==> src/postfix_boolean_evaluator_defines.svh <==
// Assertion macros for the postfix boolean evaluator.
// Both macros expect signals named clk and rst in the scope where they are used.
`ifndef POSTFIX_BOOLEAN_EVALUATOR_DEFINES_SVH
`define POSTFIX_BOOLEAN_EVALUATOR_DEFINES_SVH

`ifndef SYNTHESIS

// Same-cycle implication, checked outside of reset.
`define PBE_ASSERT_IMP(label, ante, cons) \
  label: assert property (@(posedge clk) disable iff (rst) (ante) |-> (cons)) \
    else $error("postfix evaluator: same-cycle check failed");

// Next-cycle implication, checked outside of reset.
`define PBE_ASSERT_NXT(label, ante, cons) \
  label: assert property (@(posedge clk) disable iff (rst) (ante) |=> (cons)) \
    else $error("postfix evaluator: next-cycle check failed");

`else

`define PBE_ASSERT_IMP(label, ante, cons)
`define PBE_ASSERT_NXT(label, ante, cons)

`endif

`endif

==> src/pbe_pkg.sv <==
`default_nettype none

package pbe_pkg;

  // Field widths.
  localparam int unsigned TOKEN_W = 8;
  localparam int unsigned ROW_W   = 26;
  localparam int unsigned VAR_W   = 5;

  // Defaults.
  localparam int unsigned        STACK_DEPTH_DEF = 64;
  localparam logic [VAR_W-1:0]   NUM_VARS_RESET  = 5'd1;

  // Token codes (ASCII).
  localparam logic [TOKEN_W-1:0] TOK_OR   = 8'h7C;  // '|'
  localparam logic [TOKEN_W-1:0] TOK_AND  = 8'h26;  // '&'
  localparam logic [TOKEN_W-1:0] TOK_XOR  = 8'h23;  // '#'
  localparam logic [TOKEN_W-1:0] TOK_IMP  = 8'h3E;  // '>'
  localparam logic [TOKEN_W-1:0] TOK_EQV  = 8'h3D;  // '='
  localparam logic [TOKEN_W-1:0] TOK_NOT  = 8'h2D;  // '-'
  localparam logic [TOKEN_W-1:0] TOK_ONE  = 8'h31;  // '1'
  localparam logic [TOKEN_W-1:0] TOK_ZERO = 8'h30;  // '0'
  localparam logic [TOKEN_W-1:0] TOK_A    = 8'h61;  // 'a'
  localparam logic [TOKEN_W-1:0] TOK_Z    = TOK_A + 8'd25;

  // What a token did.
  typedef enum logic [1:0] {
    KIND_PUSH   = 2'd0,
    KIND_OP     = 2'd1,
    KIND_IGNORE = 2'd2
  } step_kind_t;

  // One result item.
  typedef struct packed {
    step_kind_t kind;
    logic       value;
    logic       done;
    logic       fin;
    logic       err;
  } res_t;

endpackage

`default_nettype wire

==> src/pbe_stack.sv <==
`default_nettype none

module pbe_stack #(
  parameter int unsigned DEPTH = pbe_pkg::STACK_DEPTH_DEF
) (
  input  logic                       clk,
  input  logic                       rst,
  input  logic                       cfg_wr_en,
  input  logic [pbe_pkg::VAR_W-1:0]  cfg_wr_data,
  input  logic                       fire,
  input  logic [pbe_pkg::TOKEN_W-1:0] token,
  input  logic [pbe_pkg::ROW_W-1:0]  row,
  input  logic                       last_token,
  output pbe_pkg::res_t              res
);
  import pbe_pkg::*;

  localparam int unsigned AW = $clog2(DEPTH);
  localparam int unsigned DW = $clog2(DEPTH + 1);

  // Entries below the top of stack; the top itself lives in a register.
  logic mem [DEPTH];

  logic [DW-1:0]    depth, depth_next;
  logic             err_seen, err_seen_next;
  logic             tos, tos_next;
  logic             rd_data;
  logic             fwd, fwd_data;
  logic             nos;
  logic             we;
  logic [AW-1:0]    waddr, raddr;
  logic [VAR_W-1:0] num_vars;

  logic             is_bin, is_neg, is_push;
  logic             push_val, op_val;
  logic [VAR_W-1:0] lidx, shamt;
  logic [TOKEN_W-1:0] loff;
  logic             letter_bit;

  // Configuration register.
  always_ff @(posedge clk) begin
    if (rst) begin
      num_vars <= NUM_VARS_RESET;
    end else if (cfg_wr_en) begin
      num_vars <= cfg_wr_data;
    end
  end

  // Second entry comes from the memory, or from last cycle's write to it.
  assign nos = fwd ? fwd_data : rd_data;

  // Variable lookup: letter i takes row bit num_vars-1-i.
  always_comb begin
    loff  = token - TOK_A;
    lidx  = loff[VAR_W-1:0];
    shamt = num_vars - VAR_W'(1) - lidx;
    letter_bit = 1'b0;
    if (lidx < num_vars && shamt < VAR_W'(ROW_W)) begin
      letter_bit = row[shamt];
    end
  end

  // Token decode and operator value.
  always_comb begin
    is_bin   = 1'b0;
    is_neg   = 1'b0;
    is_push  = 1'b0;
    push_val = 1'b0;
    op_val   = 1'b0;
    unique case (token)
      TOK_OR: begin
        is_bin = 1'b1;
        op_val = nos | tos;
      end
      TOK_AND: begin
        is_bin = 1'b1;
        op_val = nos & tos;
      end
      TOK_XOR: begin
        is_bin = 1'b1;
        op_val = nos ^ tos;
      end
      TOK_IMP: begin
        is_bin = 1'b1;
        op_val = ~nos | tos;
      end
      TOK_EQV: begin
        is_bin = 1'b1;
        op_val = ~(nos ^ tos);
      end
      TOK_NOT: begin
        is_neg = 1'b1;
        op_val = ~tos;
      end
      TOK_ZERO: begin
        is_push = 1'b1;
      end
      TOK_ONE: begin
        is_push  = 1'b1;
        push_val = 1'b1;
      end
      default: begin
        if (token >= TOK_A && token <= TOK_Z) begin
          is_push  = 1'b1;
          push_val = letter_bit;
        end
      end
    endcase
  end

  // Stack update and result for the accepted item.
  always_comb begin
    depth_next    = depth;
    tos_next      = tos;
    err_seen_next = err_seen;
    we            = 1'b0;
    waddr         = AW'(depth - DW'(1));
    res.kind      = KIND_IGNORE;
    res.value     = 1'b0;
    res.done      = last_token;
    res.fin       = 1'b0;
    res.err       = 1'b0;

    if (is_push) begin
      res.kind = KIND_PUSH;
      if (depth == DW'(DEPTH)) begin
        err_seen_next = 1'b1;
      end else begin
        we          = fire && (depth != DW'(0));
        tos_next    = push_val;
        depth_next  = depth + DW'(1);
      end
    end else if (is_bin) begin
      res.kind = KIND_OP;
      if (depth < DW'(2)) begin
        err_seen_next = 1'b1;
      end else begin
        res.value  = op_val;
        tos_next   = op_val;
        depth_next = depth - DW'(1);
      end
    end else if (is_neg) begin
      res.kind = KIND_OP;
      if (depth == DW'(0)) begin
        err_seen_next = 1'b1;
      end else begin
        res.value = op_val;
        tos_next  = op_val;
      end
    end

    // The last token reports the top and starts a fresh formula.
    if (last_token) begin
      if (depth_next == DW'(0)) begin
        err_seen_next = 1'b1;
      end else begin
        res.fin = tos_next;
      end
    end
    res.err = err_seen_next;
    if (last_token) begin
      depth_next    = '0;
      err_seen_next = 1'b0;
    end

    // Fetch the second entry for the depth that holds in the next cycle.
    raddr = AW'((fire ? depth_next : depth) - DW'(2));
  end

  // Control state.
  always_ff @(posedge clk) begin
    if (rst) begin
      depth    <= '0;
      err_seen <= 1'b0;
      fwd      <= 1'b0;
    end else begin
      fwd <= we;
      if (fire) begin
        depth    <= depth_next;
        err_seen <= err_seen_next;
      end
    end
  end

  // Top of stack and forwarded write data.
  always_ff @(posedge clk) begin
    fwd_data <= tos;
    if (fire) begin
      tos <= tos_next;
    end
  end

  // Stack memory: one write and one registered read per cycle.
  always_ff @(posedge clk) begin
    if (we) begin
      mem[waddr] <= tos;
    end
    rd_data <= mem[raddr];
  end

endmodule

`default_nettype wire

==> src/pbe_out_buf.sv <==
`default_nettype none

module pbe_out_buf (
  input  logic          clk,
  input  logic          rst,
  input  logic          push,
  input  pbe_pkg::res_t push_data,
  output logic          full,
  output logic          out_valid,
  input  logic          out_stall,
  output pbe_pkg::res_t out_data
);
  import pbe_pkg::*;

  // Two-entry queue so the input side never waits on the output stall directly.
  res_t       slots [2];
  logic       rd_ptr, wr_ptr;
  logic [1:0] count;
  logic       pop;

  assign out_valid = (count != 2'd0);
  assign full      = (count == 2'd2);
  assign pop       = out_valid && !out_stall;
  assign out_data  = slots[rd_ptr];

  // Pointers and fill count.
  always_ff @(posedge clk) begin
    if (rst) begin
      rd_ptr <= 1'b0;
      wr_ptr <= 1'b0;
      count  <= 2'd0;
    end else begin
      if (push) begin
        wr_ptr <= ~wr_ptr;
      end
      if (pop) begin
        rd_ptr <= ~rd_ptr;
      end
      if (push && !pop) begin
        count <= count + 2'd1;
      end else if (pop && !push) begin
        count <= count - 2'd1;
      end
    end
  end

  // Payload storage.
  always_ff @(posedge clk) begin
    if (push) begin
      slots[wr_ptr] <= push_data;
    end
  end

endmodule

`default_nettype wire

==> src/postfix_boolean_evaluator.sv <==
// Channel   Direction  Handshake            Payload
// input     in         in_valid, in_stall   token, row, last_token
// output    out        out_valid, out_stall step_kind, step_value, done_res,
//                                           final_value, error
// config    in         cfg_wr_en            cfg_wr_data (num_vars)
//
// One item per cycle while in_stall is low; results are registered in a queue.
// The operand stack sits in a one-read, one-write memory with the top held in
// a register; a push forwards its write to the next cycle's second-entry read.
// Reset is synchronous: empty stack, error clear, num_vars back to 1.
// A two-entry output queue lets items keep flowing while a result is stalled;
// in_stall rises only when both entries are occupied.
`default_nettype none

`include "postfix_boolean_evaluator_defines.svh"

module postfix_boolean_evaluator #(
  parameter int unsigned STACK_DEPTH = pbe_pkg::STACK_DEPTH_DEF
) (
  input  logic                        clk,
  input  logic                        rst,
  input  logic                        cfg_wr_en,
  input  logic [pbe_pkg::VAR_W-1:0]   cfg_wr_data,
  input  logic                        in_valid,
  output logic                        in_stall,
  input  logic [pbe_pkg::TOKEN_W-1:0] token,
  input  logic [pbe_pkg::ROW_W-1:0]   row,
  input  logic                        last_token,
  output logic                        out_valid,
  input  logic                        out_stall,
  output logic [1:0]                  step_kind,
  output logic                        step_value,
  output logic                        done_res,
  output logic                        final_value,
  output logic                        error
);
  import pbe_pkg::*;

  logic fire;
  res_t step_res;
  res_t head;

  assign fire = in_valid && !in_stall;

  // Stack engine.
  pbe_stack #(
    .DEPTH (STACK_DEPTH)
  ) u_stack (
    .clk         (clk),
    .rst         (rst),
    .cfg_wr_en   (cfg_wr_en),
    .cfg_wr_data (cfg_wr_data),
    .fire        (fire),
    .token       (token),
    .row         (row),
    .last_token  (last_token),
    .res         (step_res)
  );

  // Result queue.
  pbe_out_buf u_out (
    .clk       (clk),
    .rst       (rst),
    .push      (fire),
    .push_data (step_res),
    .full      (in_stall),
    .out_valid (out_valid),
    .out_stall (out_stall),
    .out_data  (head)
  );

  assign step_kind   = head.kind;
  assign step_value  = head.value;
  assign done_res    = head.done;
  assign final_value = head.fin;
  assign error       = head.err;

  // A full queue always has a result to show.
  `PBE_ASSERT_IMP(a_stall_has_result, in_stall, out_valid)
  // Every accepted item leaves a result behind.
  `PBE_ASSERT_NXT(a_accept_gives_result, fire, out_valid)
  // Only operators carry a step value, and only the last token a final value.
  `PBE_ASSERT_IMP(a_value_only_for_ops, out_valid && step_kind != KIND_OP, !step_value)
  `PBE_ASSERT_IMP(a_final_only_when_done, out_valid && !done_res, !final_value)

endmodule

`default_nettype wire
==> config.mk <==
export PLATFORM = sky130hd
export DESIGN_NAME = postfix_boolean_evaluator
export DESIGN_NICKNAME = d
export VERILOG_FILES = /design/src/pbe_pkg.sv /design/src/pbe_stack.sv /design/src/pbe_out_buf.sv /design/src/postfix_boolean_evaluator.sv
export VERILOG_INCLUDE_DIRS = /design/src /design/src/src
export SDC_FILE = /design/constraint.sdc
export NUM_CORES = 1
export LEC_CHECK = 0
export BUFFER_PORTS_ARGS = -buffer_cell sky130_fd_sc_hd__buf_4
export CAP_MARGIN = 20
export CORE_MARGIN = 10
export CORE_UTILIZATION = 45
export CTS_BUF_LIST = sky130_fd_sc_hd__clkbuf_2
export CTS_CLUSTER_SIZE = 40
export DETAILED_ROUTE_END_ITERATION = 10
export PLACE_DENSITY = 0.75
export SYNTH_ARGS = -nofsm -noshare
export SYNTH_HDL_FRONTEND = slang
export SYNTH_SLANG_ARGS = --single-unit
==> constraint.sdc <==
create_clock -name clk -period 9.71 [get_ports clk]
set_input_delay 1.942 -clock clk [delete_from_list [all_inputs] [get_ports clk]]
set_output_delay 1.942 -clock clk [all_outputs]
set_load 0.005 [all_outputs]
==> summary.md <==
| Metric | Value |
|---|---|
| DP HPWL | 9072 um |
| Num CTS Buffers | 9 |
| Leading area contributor after synthesis | edfxtp_1 |
| GRT met2 Usage | 0.2483 |
| Total gr overflow | 0 |
| Area Growth Syn to Fin | 10.58% |
| Crit Path Class | input port to flip-flop |
| Max frequency | 0.1785 GHz |
| Main combinational cell family by area after synthesis | simple AND/OR/NAND/NOR gates |
| Leakage power total | 0.002299 uW |
| Total track usage | 0.1419 |
| Final instance area | 0.006211 mm2 |
| CP startpoint kind | input port |
| Pre-antenna DRT Iters | 5 |
| Post-route DRC violation count | 0 |
| Most used routing layer | met2 |
| Crit path time final | 5.601 ns |
| Pint | 631.4 uW |
| Adder-Cell Fraction of Synth Area | 0.04812 |
| Clock latency on the worst-skew pair | 0.58 ns |
| Vias in the first global route | 4140 |
| Synth Register Bits | 98 |
| Most used flip-flop cell after synthesis | edfxtp_1 |
| Max clock buf depth | 2 |
| Post-CTS sizing | 0 |
| Max cap viols | 0 |
| Crit path capture type | flip-flop |
| Max-slew violations | 0 |
| Largest net degree at the start of global routing | 70 |
| Dpl ws | 3.490 ns |
| Crit-path max FO | 17 |
| Yosys Warn Count | 0 |
| Pwr dens | 146.3 mW/mm2 |
| Synth Area in Compound Gates | 0.09356 |
| Top-area cell type share of the netlist area | 0.4117 |
| Fin. Hold Viols | 0 |
| Placed cell count | 696 |
| Status | finished clean |
| CTS tree | done |
| Setup tns final | 0 ns |
| Routed WL | 12460 um |
| Mean post-synth cell area | 11.28 um2 |
| Power Total | 908.9 uW |
| Core area | 0.01211 mm2 |
| Worst Path Required | 10.27 ns |
| Sequential fraction of design power | 0.553 |
| DIE HEIGHT | 131.7 um |
| Slew Limit Headroom | 0.3551 |
| Initial antenna violation count | 0 |
| Setup Fix Bufs, Post-CTS | 0 |
| Combinational power share | 0.241 |
| Sequential element share of the synthesized area | 0.4865 |
| Io pins | 53 |
| Final Non-Filler Cells | 712 |
| Layout cells sized above 1 | 0.2004 |
| WP data arrival | 6.16 ns |
| Rows | 40 |
| Number of flops mapped to enable cells by yosys | 77 |
| Final WS setup | 4.109 ns |
| # hold bufs at CTS | 0 |
| Distinct cells, synth | 68 |
| Final setup viols | 0 |
| Sink Count | 98 |
| Port Buffers | 52 |
| Post-DRT Antenna Nets | 0 |
| Via density | 5.624 |
| Antenna cells | 0 |
| Largest cells by area after synthesis | edfxtp_1, dfxtp_1, mux4_2 |
| Commonest non-fill, non-tap cell in the layout | nor2_1 |
| Vias | 4004 |
| Clock root cell | clkbuf_2 |
| Synth Area in XOR/XNOR | 0.03275 |
| Met1 usage | 0.1649 |
| Worst min-delay path class | flip-flop to flip-flop |
| Final Net Count | 605 |
| Most frequent cells in the layout | nor2_1, edfxtp_1, buf_4 |
| RSZ-0062 raised after global routing | no |
| Syn Std Cell Area | 0.005617 mm2 |
| Worst-margin pin slew | 0.9674 ns |
| Post-Syn Nets | 564 |
| Sw Pwr | 277.5 uW |
| Die X | 131.7 um |
| Simple-Gate Fraction of Synth Area | 0.1706 |
| Met3 GRT Util | 0.02706 |
| Synth async-reset ratio | 0 |
| DP Area | 0.006108 mm2 |
| Sw frac | 0.3053 |
| Worst IR Drop VDD | 51.33 uV |
| Reg clk slew, reported paths | 0.29 ns |
| Global placement routability congestion | 0.9030 |
| Clock Power Share | 0.207 |
| H-tree level count | 3 |
| Final period utilization | 0.5768 |
| Die ar. | 0.01735 mm2 |
| Skew final | 0.04111 ns |
| WL per Instance | 17.50 um |
| Initial Util | 0.4637 |
| Initial drt markers | 360 |
| Mux contribution to synthesized area | 0.1337 |
| First-pass GRT wire length | 20270 um |
| Gate Count Post-Synth | 498 |
==> area by class of cell <==
cell class / instances / area [um2]
Clock inverter: 7 / 57.56
Fill cell: 1094 / 5901
Sequential cell: 98 / 2733
Multi-Input combinational cell: 357 / 2693
Clock buffer: 9 / 45.04
Tap cell: 168 / 210.2
Inverter: 20 / 75.07
Timing Repair Buffer: 53 / 397.9
==> per-stage QoR <==
| step | util | hold WS (ns) |
|---|---|---|
| after global placement | 0.5043 | 0.4799 |
| final | 0.5128 | 0.5291 |
| after floorplan | - | 0.4604 |
| after global routing | 0.5128 | 0.5684 |
| after CTS | 0.5128 | 0.5369 |
| after detailed placement | 0.5043 | 0.4994 |
==> logic make-up (layout without fill, tap and decap cells) <==
family          after synthesis  count (layout)
simple gates                203             203
flops                        98              98
compound gates               71              71
buf+inv                      43              89
mux                          41              41
fa+ha+maj                    21              21
xor+xnor                     21              21
==> worst paths after layout <==
check / startpoint / endpoint / slack [ns] / cells past startpoint
min reg2reg: u_out.rd_ptr / flip-flop / 0.53 / 2
min: u_out.rd_ptr / flip-flop / 0.53 / 2
max: token[0] / u_stack.rd_data / 4.11 / 17
max reg2reg: u_stack.depth[0] / u_stack.rd_data / 5.45 / 14
==> worst max-delay path, stage by stage <==
cell	delay [ns]
buf_4	0.13
inv_1	0.10
ha_1	0.27
o21bai_1	0.12
a211oi_2	0.35
or2_2	0.29
o21ai_0	0.16
o21ai_2	0.79
inv_1	0.18
ha_1	0.33
nand2b_1	0.10
a21oi_1	0.08
a31o_2	0.25
nor4_1	0.47
a22oi_1	0.22
nand2_1	0.13
mux4_2	0.23
==> registers in the layout, summed over array words and instances, names as in the netlist, 2 cells and up, named ones only <==
name and flops:
u_out.count 2, u_stack.depth 7, u_stack.num_vars 5, u_out.slots 12, u_stack.mem 64
==> layer usage <==
layer	wire length [um]	vias to the layer above
met4	320	0
li1	-	1906
met3	473	25
met5	0	-
met2	6456	100
met1	5210	1973
==> cell usage after synthesis, drive strengths merged (2+ instances only) <==
library cell and number:
dfxtp 21, o211ai 2, mux4 24, and2 5, a2bb2oi 2, ha 20, mux2i 9, o31a 2
a211o 2, mux2 8, a22oi 11, or2 3, buf 11, xor2 12, a211oi 4, a21o 3
a31oi 5, and3 4, nor2b 8, xnor2 9, nor2 97, or3 2, a21oi 9, nand3 18
a221o 2, edfxtp 77, nand2b 9, nand4 2, inv 20, o21ai 12, clkbuf 12, nor3b 2
nor4 5, nor3 4, nand2 40, o22ai 2
==> power groups by stage <==
stage | logic, uW | registers (uW) | clock network, uW
5_1_grt | 245 | 506 | 208
4_1_cts | 221 | 503 | 191
3_5_place_dp | 220 | 512 | 0
6_report | 219 | 502 | 188
3_3_place_gp | 212 | 510 | 0
2_1_floorplan | 146 | 514 | 0
Power figures use the tool's default switching activity.
